$ cat src/hdl/exi_pkg.sv
// Shared types, constants and helper functions of the external bus controller.
`default_nettype none

package exi_pkg;

  // Register map of one channel
  localparam logic [5:0] CHAN_STRIDE   = 6'd20;
  localparam logic [5:0] LAST_OFFSET   = 6'h3C;
  localparam int unsigned REGS_PER_CHAN = 5;

  localparam logic [2:0] REG_STATUS   = 3'd0;
  localparam logic [2:0] REG_DMA_ADDR = 3'd1;
  localparam logic [2:0] REG_DMA_LEN  = 3'd2;
  localparam logic [2:0] REG_CONTROL  = 3'd3;
  localparam logic [2:0] REG_DATA     = 3'd4;

  // Status bits
  localparam logic [31:0] STAT_W1C       = 32'h0000_080A;
  localparam logic [31:0] STAT_KEEP      = 32'h0000_1000;
  localparam logic [31:0] STAT_IRQ_CLR   = 32'h0000_000A;
  localparam logic [31:0] STAT_DONE      = 32'h0000_0008;
  localparam logic [31:0] STAT_DONE_MASK = 32'h0000_0004;

  // Control fields
  localparam logic [31:0] CTRL_START = 32'h0000_0001;
  localparam logic [1:0]  DIR_WRITE  = 2'd1;

  // Chip commands
  localparam logic [31:0] CMD_MASK = 32'h7FFF_FF00;
  localparam logic [31:0] CMD_RTC  = 32'h2000_0000;
  localparam logic [31:0] CMD_SRAM = 32'h2000_0100;

  // Power-on image of the backup SRAM: checksum in bytes 0..3, flag byte
  localparam logic [31:0] SRAM_CSUM     = 32'h0040_FFB8;
  localparam logic [7:0]  SRAM_FLAG_IDX = 8'd19;
  localparam logic [7:0]  SRAM_FLAG     = 8'h40;

  typedef enum logic [3:0] {
    ST_IDLE,
    ST_RD_WAIT,
    ST_STAT_WAIT,
    ST_XF_STAT,
    ST_XF_DATA,
    ST_BYTE,
    ST_BYTE_WAIT,
    ST_XF_DATA_WB,
    ST_XF_STAT_WB,
    ST_RESP
  } exi_state_e;

  // Power-on value of one SRAM byte
  function automatic logic [7:0] sram_reset_byte(input logic [7:0] idx);
    logic [7:0] b;
    case (idx)
      8'd0:          b = SRAM_CSUM[31:24];
      8'd1:          b = SRAM_CSUM[23:16];
      8'd2:          b = SRAM_CSUM[15:8];
      8'd3:          b = SRAM_CSUM[7:0];
      SRAM_FLAG_IDX: b = SRAM_FLAG;
      default:       b = 8'h00;
    endcase
    return b;
  endfunction

  // Flat register file index of a channel register: ch * 5 + reg
  function automatic logic [4:0] chan_reg_index(input logic [1:0] ch, input logic [2:0] ridx);
    return {1'b0, ch, 2'b00} + {3'b000, ch} + {2'b00, ridx};
  endfunction

endpackage

`default_nettype wire

$ cat src/hdl/exi_ram.sv
// Generic single-write, single-read RAM with registered read data.
`default_nettype none

module exi_ram #(
  parameter int unsigned WIDTH = 8,
  parameter int unsigned DEPTH = 64
) (
  input  logic                     clk_i,
  input  logic                     we_i,
  input  logic [$clog2(DEPTH)-1:0] waddr_i,
  input  logic [WIDTH-1:0]         wdata_i,
  input  logic [$clog2(DEPTH)-1:0] raddr_i,
  output logic [WIDTH-1:0]         rdata_o
);

  logic [WIDTH-1:0] mem_q [DEPTH];
  logic [WIDTH-1:0] rdata_q;

  // Write port and registered read port
  always_ff @(posedge clk_i) begin
    if (we_i) begin
      mem_q[waddr_i] <= wdata_i;
    end
    rdata_q <= mem_q[raddr_i];
  end

  assign rdata_o = rdata_q;

endmodule

`default_nettype wire

$ cat src/hdl/exi_bus_controller_with_rtc_sram.sv
// External bus controller: three channels, RTC/SRAM chip on channel 0 device 1.
// A plain register write goes straight to the result; a read or status write first reads the
// register. A start reads status and data, moves any bytes, then writes back data on a read
// and the status; when the chip reads SRAM each byte takes a memory read and a wait step.
// One word at a time; the next is taken while the result waits, and a stalled result holds it.
// Reset clears control state, chip state and valid bits; the SRAM power-on image shows through per-byte valid bits.
`default_nettype none

module exi_bus_controller_with_rtc_sram
  import exi_pkg::*;
#(
  parameter int unsigned SRAM_BYTES   = 64,
  parameter int unsigned NUM_CHANNELS = 3
) (
  input  logic        clk_i,
  input  logic        rst_ni,
  input  logic        in_valid_i,
  output logic        in_ready_o,
  input  logic        mode_i,
  input  logic [5:0]  reg_offset_i,
  input  logic [31:0] write_data_i,
  input  logic [31:0] rtc_seconds_i,
  output logic        out_valid_o,
  input  logic        out_ready_i,
  output logic [31:0] read_data_o,
  output logic        irq_level_o
);

  localparam int unsigned RF_DEPTH = NUM_CHANNELS * REGS_PER_CHAN;
  localparam int unsigned RF_AW    = $clog2(RF_DEPTH);
  localparam int unsigned SA_W     = $clog2(SRAM_BYTES);

  exi_state_e state_q, state_d;

  // Item and transfer registers
  logic [1:0]  ch_q, ch_d;
  logic [31:0] wdata_q, wdata_d;
  logic [31:0] rtc_q, rtc_d;
  logic [31:0] rd_q, rd_d;
  logic [31:0] stat_q, stat_d;
  logic [31:0] data_q, data_d;
  logic [31:0] acc_q, acc_d;
  logic [1:0]  cnt_q, cnt_d;
  logic        inrng_q, inrng_d;

  // Chip and interrupt state
  logic [31:0] cmd_q, cmd_d;
  logic [31:0] pos_q, pos_d;
  logic        irq_q, irq_d;

  // Output register
  logic        out_valid_q, out_valid_d;
  logic [31:0] read_data_q, read_data_d;
  logic        irq_level_q, irq_level_d;

  // Memory ports and valid bits
  logic                rf_we;
  logic [RF_AW-1:0]    rf_waddr, rf_raddr;
  logic [31:0]         rf_wdata, rf_rdata;
  logic                sr_we;
  logic [SA_W-1:0]     sr_waddr, sr_raddr;
  logic [7:0]          sr_wdata, sr_rdata;
  logic [RF_DEPTH-1:0] rf_vld_q;
  logic [SRAM_BYTES-1:0] sr_vld_q;
  logic                rf_rvld_q;
  logic                sr_rvld_q;
  logic [7:0]          sr_rst_q;

  // Decode of the incoming word
  logic [1:0]  dec_ch;
  logic [4:0]  dec_reg;
  logic [2:0]  dec_ridx;
  logic        dec_mapped;
  logic        dec_start;
  logic [RF_AW-1:0] dec_addr;

  // Transfer helpers
  logic [31:0] rf_old;
  logic [31:0] cmd_m;
  logic        chip;
  logic        rd_dir;
  logic        last;
  logic        pos_inrng;
  logic [4:0]  byte_sh;
  logic [7:0]  byte_in;
  logic [31:0] stat_new;
  logic [31:0] w1c_clr;

  exi_ram #(
    .WIDTH(32),
    .DEPTH(RF_DEPTH)
  ) u_regfile (
    .clk_i  (clk_i),
    .we_i   (rf_we),
    .waddr_i(rf_waddr),
    .wdata_i(rf_wdata),
    .raddr_i(rf_raddr),
    .rdata_o(rf_rdata)
  );

  exi_ram #(
    .WIDTH(8),
    .DEPTH(SRAM_BYTES)
  ) u_sram (
    .clk_i  (clk_i),
    .we_i   (sr_we),
    .waddr_i(sr_waddr),
    .wdata_i(sr_wdata),
    .raddr_i(sr_raddr),
    .rdata_o(sr_rdata)
  );

  // Split the offset into channel and register
  always_comb begin
    if (reg_offset_i < CHAN_STRIDE) begin
      dec_ch  = 2'd0;
      dec_reg = reg_offset_i[4:0];
    end else if (reg_offset_i < 6'(2 * CHAN_STRIDE)) begin
      dec_ch  = 2'd1;
      dec_reg = 5'(reg_offset_i - CHAN_STRIDE);
    end else if (reg_offset_i < 6'(3 * CHAN_STRIDE)) begin
      dec_ch  = 2'd2;
      dec_reg = 5'(reg_offset_i - 6'(2 * CHAN_STRIDE));
    end else begin
      dec_ch  = 2'd3;
      dec_reg = 5'(reg_offset_i - 6'(3 * CHAN_STRIDE));
    end
    dec_ridx   = dec_reg[4:2];
    dec_mapped = (reg_offset_i <= LAST_OFFSET) && (32'(dec_ch) < NUM_CHANNELS) &&
                 (dec_reg[1:0] == 2'b00);
    dec_start  = (write_data_i & CTRL_START) != 32'd0;
    dec_addr   = RF_AW'(chan_reg_index(dec_ch, dec_ridx));
  end

  // Transfer helpers
  assign rf_old    = rf_rvld_q ? rf_rdata : 32'd0;
  assign cmd_m     = cmd_q & CMD_MASK;
  assign chip      = (ch_q == 2'd0) && !stat_q[7] && stat_q[8];
  assign rd_dir    = wdata_q[3:2] != DIR_WRITE;
  assign last      = cnt_q == wdata_q[5:4];
  assign pos_inrng = pos_q < 32'(SRAM_BYTES);
  assign byte_sh   = {~cnt_q, 3'b000};
  assign w1c_clr   = wdata_q & STAT_W1C;
  assign stat_new  = (rf_old & STAT_KEEP) | (rf_old & STAT_W1C & ~w1c_clr) |
                     (wdata_q & ~STAT_W1C & ~STAT_KEEP);
  assign byte_in   = inrng_q ? (sr_rvld_q ? sr_rdata : sr_rst_q) : 8'h00;

  assign in_ready_o = state_q == ST_IDLE;

  // Next state
  always_comb begin
    state_d = state_q;
    case (state_q)
      ST_IDLE: begin
        if (in_valid_i) begin
          if (!dec_mapped) begin
            state_d = ST_RESP;
          end else if (!mode_i) begin
            state_d = ST_RD_WAIT;
          end else if (dec_ridx == REG_STATUS) begin
            state_d = ST_STAT_WAIT;
          end else if (dec_ridx == REG_CONTROL && dec_start) begin
            state_d = ST_XF_STAT;
          end else begin
            state_d = ST_RESP;
          end
        end
      end
      ST_RD_WAIT:   state_d = ST_RESP;
      ST_STAT_WAIT: state_d = ST_RESP;
      ST_XF_STAT:   state_d = ST_XF_DATA;
      ST_XF_DATA: begin
        if (wdata_q[1]) begin
          state_d = ST_XF_STAT_WB;
        end else if (!rd_dir) begin
          state_d = (chip && wdata_q[5:4] != 2'd3) ? ST_BYTE : ST_XF_STAT_WB;
        end else begin
          state_d = ST_BYTE;
        end
      end
      ST_BYTE: begin
        if (rd_dir && chip && cmd_m == CMD_SRAM) begin
          state_d = ST_BYTE_WAIT;
        end else if (last) begin
          state_d = rd_dir ? ST_XF_DATA_WB : ST_XF_STAT_WB;
        end
      end
      ST_BYTE_WAIT:  state_d = last ? ST_XF_DATA_WB : ST_BYTE;
      ST_XF_DATA_WB: state_d = ST_XF_STAT_WB;
      ST_XF_STAT_WB: state_d = ST_RESP;
      ST_RESP: begin
        if (!out_valid_q || out_ready_i) begin
          state_d = ST_IDLE;
        end
      end
      default: state_d = ST_IDLE;
    endcase
  end

  // Datapath, memory controls and outputs
  always_comb begin
    ch_d        = ch_q;
    wdata_d     = wdata_q;
    rtc_d       = rtc_q;
    rd_d        = rd_q;
    stat_d      = stat_q;
    data_d      = data_q;
    acc_d       = acc_q;
    cnt_d       = cnt_q;
    inrng_d     = inrng_q;
    cmd_d       = cmd_q;
    pos_d       = pos_q;
    irq_d       = irq_q;
    read_data_d = read_data_q;
    irq_level_d = irq_level_q;
    rf_we       = 1'b0;
    rf_waddr    = '0;
    rf_wdata    = 32'd0;
    rf_raddr    = '0;
    sr_we       = 1'b0;
    sr_waddr    = '0;
    sr_wdata    = 8'h00;
    sr_raddr    = '0;

    // Drop the result word once it is taken
    out_valid_d = out_valid_q && !out_ready_i;

    case (state_q)
      ST_IDLE: begin
        if (in_valid_i) begin
          ch_d    = dec_ch;
          wdata_d = write_data_i;
          rtc_d   = rtc_seconds_i;
          rd_d    = 32'd0;
          if (dec_mapped) begin
            if (!mode_i || dec_ridx == REG_STATUS) begin
              rf_raddr = dec_addr;
            end else begin
              rf_we    = 1'b1;
              rf_waddr = dec_addr;
              rf_wdata = write_data_i;
              if (dec_ridx == REG_CONTROL) begin
                // Start bit never survives: the transfer completes before the next word is taken
                rf_wdata = write_data_i & ~CTRL_START;
                rf_raddr = RF_AW'(chan_reg_index(dec_ch, REG_STATUS));
              end
            end
          end
        end
      end
      ST_RD_WAIT: begin
        rd_d = rf_old;
      end
      ST_STAT_WAIT: begin
        rf_we    = 1'b1;
        rf_waddr = RF_AW'(chan_reg_index(ch_q, REG_STATUS));
        rf_wdata = stat_new;
        if ((w1c_clr & STAT_IRQ_CLR) != 32'd0) begin
          irq_d = 1'b0;
        end
      end
      ST_XF_STAT: begin
        stat_d   = rf_old;
        acc_d    = 32'd0;
        cnt_d    = 2'd0;
        rf_raddr = RF_AW'(chan_reg_index(ch_q, REG_DATA));
      end
      ST_XF_DATA: begin
        data_d = rf_old;
        // Four-byte chip write loads the command word
        if (!wdata_q[1] && !rd_dir && chip && wdata_q[5:4] == 2'd3) begin
          cmd_d = rf_old;
          pos_d = 32'd0;
        end
      end
      ST_BYTE: begin
        if (!rd_dir) begin
          if (cmd_m == CMD_SRAM && pos_inrng) begin
            sr_we    = 1'b1;
            sr_waddr = pos_q[SA_W-1:0];
            sr_wdata = 8'(data_q >> byte_sh);
          end
          pos_d = pos_q + 32'd1;
          cnt_d = cnt_q + 2'd1;
        end else if (!chip) begin
          acc_d = acc_q | (32'h0000_00FF << byte_sh);
          cnt_d = cnt_q + 2'd1;
        end else if (cmd_m == CMD_SRAM) begin
          // Fetch the byte; it is placed in the wait step
          inrng_d = pos_inrng;
          if (pos_inrng) begin
            sr_raddr = pos_q[SA_W-1:0];
          end
        end else begin
          if (cmd_m == CMD_RTC) begin
            acc_d = acc_q | (32'(8'(rtc_q >> {~pos_q[1:0], 3'b000})) << byte_sh);
          end
          pos_d = pos_q + 32'd1;
          cnt_d = cnt_q + 2'd1;
        end
      end
      ST_BYTE_WAIT: begin
        acc_d = acc_q | (32'(byte_in) << byte_sh);
        pos_d = pos_q + 32'd1;
        cnt_d = cnt_q + 2'd1;
      end
      ST_XF_DATA_WB: begin
        rf_we    = 1'b1;
        rf_waddr = RF_AW'(chan_reg_index(ch_q, REG_DATA));
        rf_wdata = acc_q;
      end
      ST_XF_STAT_WB: begin
        rf_we    = 1'b1;
        rf_waddr = RF_AW'(chan_reg_index(ch_q, REG_STATUS));
        rf_wdata = stat_q | STAT_DONE;
        if ((stat_q & STAT_DONE_MASK) != 32'd0) begin
          irq_d = 1'b1;
        end
      end
      ST_RESP: begin
        if (!out_valid_q || out_ready_i) begin
          out_valid_d = 1'b1;
          read_data_d = rd_q;
          irq_level_d = irq_q;
        end
      end
      default: begin
      end
    endcase
  end

  // Control state, chip state and valid bits
  always_ff @(posedge clk_i or negedge rst_ni) begin
    if (!rst_ni) begin
      state_q     <= ST_IDLE;
      out_valid_q <= 1'b0;
      irq_q       <= 1'b0;
      cmd_q       <= 32'd0;
      pos_q       <= 32'd0;
      rf_vld_q    <= '0;
      sr_vld_q    <= '0;
      rf_rvld_q   <= 1'b0;
      sr_rvld_q   <= 1'b0;
    end else begin
      state_q     <= state_d;
      out_valid_q <= out_valid_d;
      irq_q       <= irq_d;
      cmd_q       <= cmd_d;
      pos_q       <= pos_d;
      if (rf_we) begin
        rf_vld_q[rf_waddr] <= 1'b1;
      end
      if (sr_we) begin
        sr_vld_q[sr_waddr] <= 1'b1;
      end
      rf_rvld_q <= rf_vld_q[rf_raddr];
      sr_rvld_q <= sr_vld_q[sr_raddr];
    end
  end

  // Payload registers
  always_ff @(posedge clk_i) begin
    ch_q        <= ch_d;
    wdata_q     <= wdata_d;
    rtc_q       <= rtc_d;
    rd_q        <= rd_d;
    stat_q      <= stat_d;
    data_q      <= data_d;
    acc_q       <= acc_d;
    cnt_q       <= cnt_d;
    inrng_q     <= inrng_d;
    read_data_q <= read_data_d;
    irq_level_q <= irq_level_d;
    sr_rst_q    <= sram_reset_byte(8'(sr_raddr));
  end

  assign out_valid_o = out_valid_q;
  assign read_data_o = read_data_q;
  assign irq_level_o = irq_level_q;

endmodule

`default_nettype wire
$ cat config.mk
export PLATFORM = sky130hd
export DESIGN_NAME = exi_bus_controller_with_rtc_sram
export DESIGN_NICKNAME = d
export VERILOG_FILES = /design/src/hdl/exi_pkg.sv /design/src/hdl/exi_ram.sv /design/src/hdl/exi_bus_controller_with_rtc_sram.sv
export SDC_FILE = /design/constraint.sdc
export NUM_CORES = 2
export LEC_CHECK = 0
export BUFFER_PORTS_ARGS = -buffer_cell sky130_fd_sc_hd__buf_2
export CAP_MARGIN = 20
export CORE_ASPECT_RATIO = 1.25
export CORE_MARGIN = 2
export CORE_UTILIZATION = 27
export CTS_CLUSTER_DIAMETER = 40
export DETAILED_ROUTE_END_ITERATION = 7
export PLACE_DENSITY = 0.4
export SLEW_MARGIN = 20
export SYNTH_ARGS = -nofsm -noshare
export SYNTH_HDL_FRONTEND = slang
export SYNTH_SLANG_ARGS = --single-unit
$ cat constraint.sdc
create_clock -name clk_i -period 7.45 [get_ports clk_i]
set_clock_uncertainty 0.15 [all_clocks]
set_input_delay 1.1175 -clock clk_i [delete_from_list [all_inputs] [get_ports clk_i]]
set_output_delay 1.1175 -clock clk_i [all_outputs]
set_load 0.005 [all_outputs]
* Word level (Yosys, flattened, before mapping)
Memory sizes are Yosys's and may differ from the RTL's. A register that Yosys moved wholly into a read port is not among the register bits.
Cells that the tools add are included.
** Operators by class
- Add/subtract/negate cells :: 9
- Mux-type cells :: 89
- Bitwise logic cells :: 11
- Reduce and logical (&&, ||, !) cells :: 46
- Eq/ne operators :: 32
- Magnitude comparators :: 12
- Shifts and indexed selects :: 5
** Operator list (count)
- 32-bit two-way mux :: 13
- 32-bit one-hot mux with 3 select lines :: 2
- 32-bit OR :: 4
- 32-bit one-hot mux with 4 select lines :: 1
- 4-bit two-way mux :: 19
- 64-bit OR :: 1
- 32-bit one-hot mux with 2 select lines :: 1
- 8-bit by 5-bit << shifter with 32-bit output :: 2
- 32-bit by 5-bit >> shifter with 8-bit output :: 2
- 6-bit two-way mux :: 8
- 23-bit by 22-bit equality test with 1-bit output, second input constant :: 2
- 8-bit two-way mux :: 5
- 32-bit by 1-bit adder with 32-bit output, second input constant :: 1
- 12-bit by 32-bit bitwise AND with 32-bit output :: 1
- 32-bit by 7-bit less-than comparator with 1-bit output, second input constant :: 1
- 12-bit inverter with 32-bit output :: 1
- 13-bit by 32-bit OR with 32-bit output :: 1
- 4-bit one-hot mux with 8 select lines :: 1
- 32-bit nonzero test :: 1
- 8-bit by 5-bit << shifter with 32-bit output, first input constant :: 1
- 8-bit one-hot mux with 3 select lines :: 1
- 1-bit two-way mux :: 20
- 4-bit by 3-bit equality test with 1-bit output, second input constant :: 4
- 1-bit logical AND :: 15
- other kinds (51) :: 96
** Storage, ports and cells
- Bits of input ports :: 75
- Memory bits (writable) :: 992
- Register bits after elaboration :: 388
- Memories kept :: 2
- Logic and storage cells :: 227
** Memory list
- u_sram.mem_q :: depth 64, width 8, read ports 1, clocked after memory_dff 1, write ports 1, RTL line exi_ram.sv:16 : logic [WIDTH-1:0] mem_q [DEPTH];
- u_regfile.mem_q :: depth 15, width 32, read ports 1, clocked after memory_dff 1, write ports 1, RTL line exi_ram.sv:16

* Depth between registers and ports, before layout
- Word-level depth :: 15
- Gate-level depth with buffers :: 17

* By module
A second synthesis with hierarchy kept.
** Unflattened totals
- Cell total of the unflattened synthesis :: 3240
- Area, all modules :: 55819.8 um2
** Modules (own cells, without submodules)
- exi_ram at u_sram :: times used 1, seq. area each 15534.9 um2, area an instance 20166.8 um2, cells each 940
- exi_ram at u_regfile :: times used 1, seq. area each 15054.4 um2, area an instance 18886.9 um2, cells each 886
- exi_bus_controller_with_rtc_sram :: times used 1, seq. area each 10460.0 um2, area an instance 16766.1 um2, cells each 1414

* Worst setup path after synthesis
Ideal clock, no wire load.
- Kind :: input port to flip-flop
- Start :: input in_valid_i
- End :: memory u_regfile.mem_q[11][0], enable pin
- Arrival :: 5.075 ns
- Setup time :: 0.422 ns
- Setup slack :: 1.803 ns
- Required time :: 6.878 ns
- Stages on the path :: 7
- Cell sequence :: nand2_1 clkinv_1 nand2_1 nor3_1 a211oi_1 nand2b_1 nor2_1
** On the way
- Longest elaborated chain between the ends :: 4
- Elaborated cells on any way between the ends :: 6
- Those cells by class :: 6 x mux
** Ends and longest elaborated chain
- start, declared :: RTL line exi_bus_controller_with_rtc_sram.sv:17 : input logic in_valid_i,
- 1-bit two-way mux :: RTL line exi_bus_controller_with_rtc_sram.sv:230 : if (in_valid_i) begin
- 1-bit one-hot mux with 2 select lines :: RTL line exi_bus_controller_with_rtc_sram.sv:228 : case (state_q)
- 1-bit two-way mux :: RTL line exi_ram.sv:21 : if (we_i) begin
- 1-bit two-way mux (not written as such) :: RTL line exi_ram.sv:22 : mem_q[waddr_i] <= wdata_i;
- end, declared :: RTL line exi_ram.sv:16
Several ways; a longest one is shown, not always the timed one.

* Final worst setup path
- Start :: register cmd_q[23]
- End :: memory u_sram.mem_q[72][1] (netlist: u_sram.mem_q[18][1]), enable pin
** On the way
- Longest elaborated chain between the ends :: 7
- Elaborated cells on any way between the ends :: 10
- Those cells by class :: 1 x eq/ne; 8 x mux; 1 x reduce/logical
** Ends and longest elaborated chain
- start, declared :: RTL line exi_bus_controller_with_rtc_sram.sv:47 : logic [31:0] cmd_q, cmd_d;
- start signal, assigned :: RTL line exi_bus_controller_with_rtc_sram.sv:348 : cmd_q <= cmd_d;
- 23-bit by 22-bit equality test with 1-bit output (*) :: RTL line exi_bus_controller_with_rtc_sram.sv:278 : if (cmd_m == CMD_SRAM && pos_inrng) begin
- 1-bit logical AND (*) :: RTL line exi_bus_controller_with_rtc_sram.sv:278
- 1-bit two-way mux :: RTL line exi_bus_controller_with_rtc_sram.sv:278
- 1-bit two-way mux :: RTL line exi_bus_controller_with_rtc_sram.sv:277 : if (!rd_dir) begin
- 1-bit two-way mux :: RTL line exi_bus_controller_with_rtc_sram.sv:228
- 1-bit two-way mux :: RTL line exi_ram.sv:21
- 1-bit two-way mux (not written as such) :: RTL line exi_ram.sv:22
- end, declared :: RTL line exi_ram.sv:16
Mark *: on every way between the ends. The rest lies on a longest branch, timed or not.

==> summary.txt <==
Run status -> complete, no violations
Flop pwr share -> 40.2%
Gate power share -> 12.3%
Leak -> 0.0258 uW
Multi-input gate area -> 14,900 um^2
CTS buffer count -> 233
Area of the die -> 214,000 um^2
Finished layout cell area -> 69,700 um^2
Register Area -> 41,100 um^2
Worst-path clk slew -> 50 ps
Critical path type -> flop to flop
Fmax -> 178 MHz
DR vias -> 37,141
Worst EP required -> 7780 ps
Clk Latency, worst-skew pair -> 870 ps
Drt wl/cell -> 27.3 um
Measured slew at the worst slew-check pin -> 1250 ps
Clock Power Share -> 47.5%
Placed cell count -> 6,923
Sum of negative setup slack -> 0 ps
Post-Syn Area per Cell -> 13.5 um^2
CTS Hold Bufs -> 0
Endpoints failing setup -> 0
WHS -> 106 ps
Peak VDD IR -> 254 uV
Die Ht -> 517 um
Largest net degree at the start of global routing -> 162
Power Dens Cells -> 348 nW/um^2
Sink Count -> 1,405
Worst R2R Start -> cmd_q[23]
Reg2Reg Depth -> 7
Setup crit start -> cmd_q[23]
Area leader, netlist -> edfxtp_1
Sequential share of the synthesized area -> 72.1%
Internal -> 17,500 uW
Detailed Place HPWL -> 127,000 um
Fill count -> 20,546
Post_cts resized -> 0
Critical Path AT -> 5950 ps
Post-layout net count -> 4,488
Post-CTS setup buffer count -> 0
Initial Util -> 27.2%
Max-cap violations -> 0
Synth top area cells -> edfxtp_1 64%, dfrtp_1 6.2%, nand3_1 3.7%
Complex-gate fraction of the synthesized area -> 8.82%
DR vias/cell -> 5.04
Yosys cell types -> 83
Synthesized cell area -> 56,900 um^2
RSZ-0062 raised after global routing -> false
CTS tree -> built
Vias in the first global route -> 37,141
Initial antenna violation count -> 5
Mux cell area share after synthesis -> 3.43%
Synth Area in XOR/XNOR -> 0.369%
Final Max Tran Viols -> 0
Initial DRC count -> 3,256
WL final -> 201,000 um
Layout cell share with drive strength beyond 1 -> 19.2%
Final Hold Fails -> 0
H-tree depth -> 4
Asr flop ratio synth -> 10.1%
Capturing point of the worst reg2reg path -> u_sram.mem_q[18][1]
First-pass GRT wire length -> 285,000 um
Share of the synthesized area in the top cell type -> 64.4%
Synth Flop Type -> edfxtp_1
Global route overflow -> 0
DRC -> 0
Post-Synth Simple-Gate Area -> 12.7%
CTS Root Buffer Type -> clkbuf_16
Sw Pwr -> 6710 uW
I/O Buffers -> 109
Pre-Repair DR Iteration Count -> 6
Dpl cell area -> 61,200 um^2
Switching Fraction -> 27.7%
Routed Antenna Nets -> 0
Slew margin rel. -> 16.6%
Ys Warns -> 0
CP Capture Point -> u_sram.mem_q[18][1]
Most frequent cells after synthesis -> 1,220 x edfxtp_1, 451 x nand2_1, 423 x nand3_1, 325 x nor2_1, 271 x o21ai_0
Final min period -> 5620 ps
Layout area overhead -> 22.4%
Startpoint types -> flop
Total track usage -> 18.4%
Yosys reg bits -> 1,405
Most frequent cell after synthesis -> edfxtp_1
Critical Path Fanout Max -> 10
Final std cells w/o fill -> 7,376
Cell count after synthesis -> 4,209
Worst hold path type -> input port to async pin
Synth Area in Adders -> 0.189%
Fin crit share -> 75.5%
Number of flops mapped to enable cells by yosys -> 1,220
Total core area -> 210,000 um^2
Top Ports -> 110
Clock buffer depth -> 3
Worst Setup End Kind -> flop
Net Count, Synth -> 4,292
Row cnt -> 188
Die Wd -> 415 um
Gpl congestion -> 0.828
Main combinational cell family by area after synthesis -> simple AND/OR/NAND/NOR gates
R2r setup slk -> 1830 ps
==> routing by layer <==
layer,global-route usage (%),part of all wire (%),vias up
met5,0,0.019,-
met4,6.12,3.0,6
met3,2.88,4.8,297
met2,31.8,50,1161
met1,23.6,42,19188
li1,-,-,16489
==> critical path: stages, from the launching register on <==
cell     delay, ps
dfrtp_1        380
nor4_1         820
nand3_1        320
or3_1          730
nor4_2         760
buf_4          350
nand3_1        630
nor2_1        1070
==> power groups by stage <==
stage               combinational, uW  clock (uW)  sequential [uW]
finish                           2980       11500             9750
global route                     3190       12100             9790
CTS                              3020       11700             9750
detailed placement               3010           0             9900
global placement                 3000           0             9900
floorplan                        1600           0             9720
==> worst min path at each step <==
stage                  start         endpoint  slack, ps  cells past startpoint
finish                rst_ni     sr_vld_q[19]        110                      1
floorplan            rd_q[0]   read_data_o[0]        250                      0
detailed placement  rd_q[18]  read_data_o[18]        260                      0
global placement    rd_q[17]  read_data_o[17]        250                      0
CTS                   rst_ni     sr_vld_q[18]         90                      1
global route          rst_ni     sr_vld_q[19]        110                      1
==> cell usage in the layout, fill, tap and decap left out, types with 14 or more instances in the layout <==
| master | count |
|---|---|
| buf_4 | 116 |
| mux4_2 | 33 |
| and3_1 | 65 |
| nor2_1 | 300 |
| bufinv_16 | 40 |
| mux2_2 | 53 |
| clkbuf_1 | 37 |
| a211oi_1 | 73 |
| inv_6 | 25 |
| nor4_1 | 26 |
| o21ai_0 | 269 |
| clkinv_4 | 17 |
| nand3_1 | 422 |
| nor3_1 | 33 |
| dfxtp_1 | 43 |
| a31oi_1 | 28 |
| xor2_1 | 14 |
| clkbuf_16 | 233 |
| inv_1 | 46 |
| clkinvlp_4 | 24 |
| or2_2 | 83 |
| a311o_1 | 34 |
| a222oi_1 | 29 |
| a21oi_1 | 114 |
| nor2_4 | 19 |
| dfrtp_1 | 141 |
| mux2i_1 | 61 |
| nand4_1 | 22 |
| nor2b_1 | 18 |
| edfxtp_1 | 1220 |
| a311oi_1 | 43 |
| clkinv_2 | 31 |
| or3_1 | 20 |
| o211ai_1 | 39 |
| a221oi_1 | 23 |
| nand2_1 | 446 |
| and2_1 | 16 |
| buf_2 | 109 |
==> kinds of logic (layout without fill, tap and decap cells) <==
group	Yosys count	count (layout)
and+or+nand+nor	1546	1546
DFF	1405	1405
AOI/OAI and AO/OA	758	758
buffers and inverters	321	730
muxes	147	147
xor gates and xnor gates	24	24
adders and majority gates	8	8
other	0	3
==> flip-flops by register name, summed over array words and instances, names as in the netlist, 4 cells and up <==
signal             flops
u_regfile.rdata_o     32
sr_vld_q              64
wdata_q               31
state_q                4
rtc_q                 32
data_q                32
rd_q                  32
u_sram.mem_q         512
acc_q                 32
stat_q                31
cmd_q                 23
u_sram.rdata_o         8
u_regfile.mem_q      480
rf_vld_q              15
read_data_o           32
pos_q                 32
==> area by class of cell <==
class,instances,share of cell area [%]
clock inverter,166,3.36
inverter,47,0.255
timing repair buffer,235,2.31
multi-input combinational,2483,21.4
tap,2755,4.95
sequential,1405,58.9
antenna,3,0.0108
clock buffer,282,8.81
==> metrics by stage <==
stage / total power, uW / utilization [%] / setup WS [ps]
global route: 25000 / 33.2 / 1650
CTS: 24500 / 33.2 / 1710
finish: 24200 / 33.2 / 1830
floorplan: 11300 / - / 1800
global placement: 12900 / 29.2 / 1290
detailed placement: 12900 / 29.2 / 1240
Power figures use the tool's default switching activity.
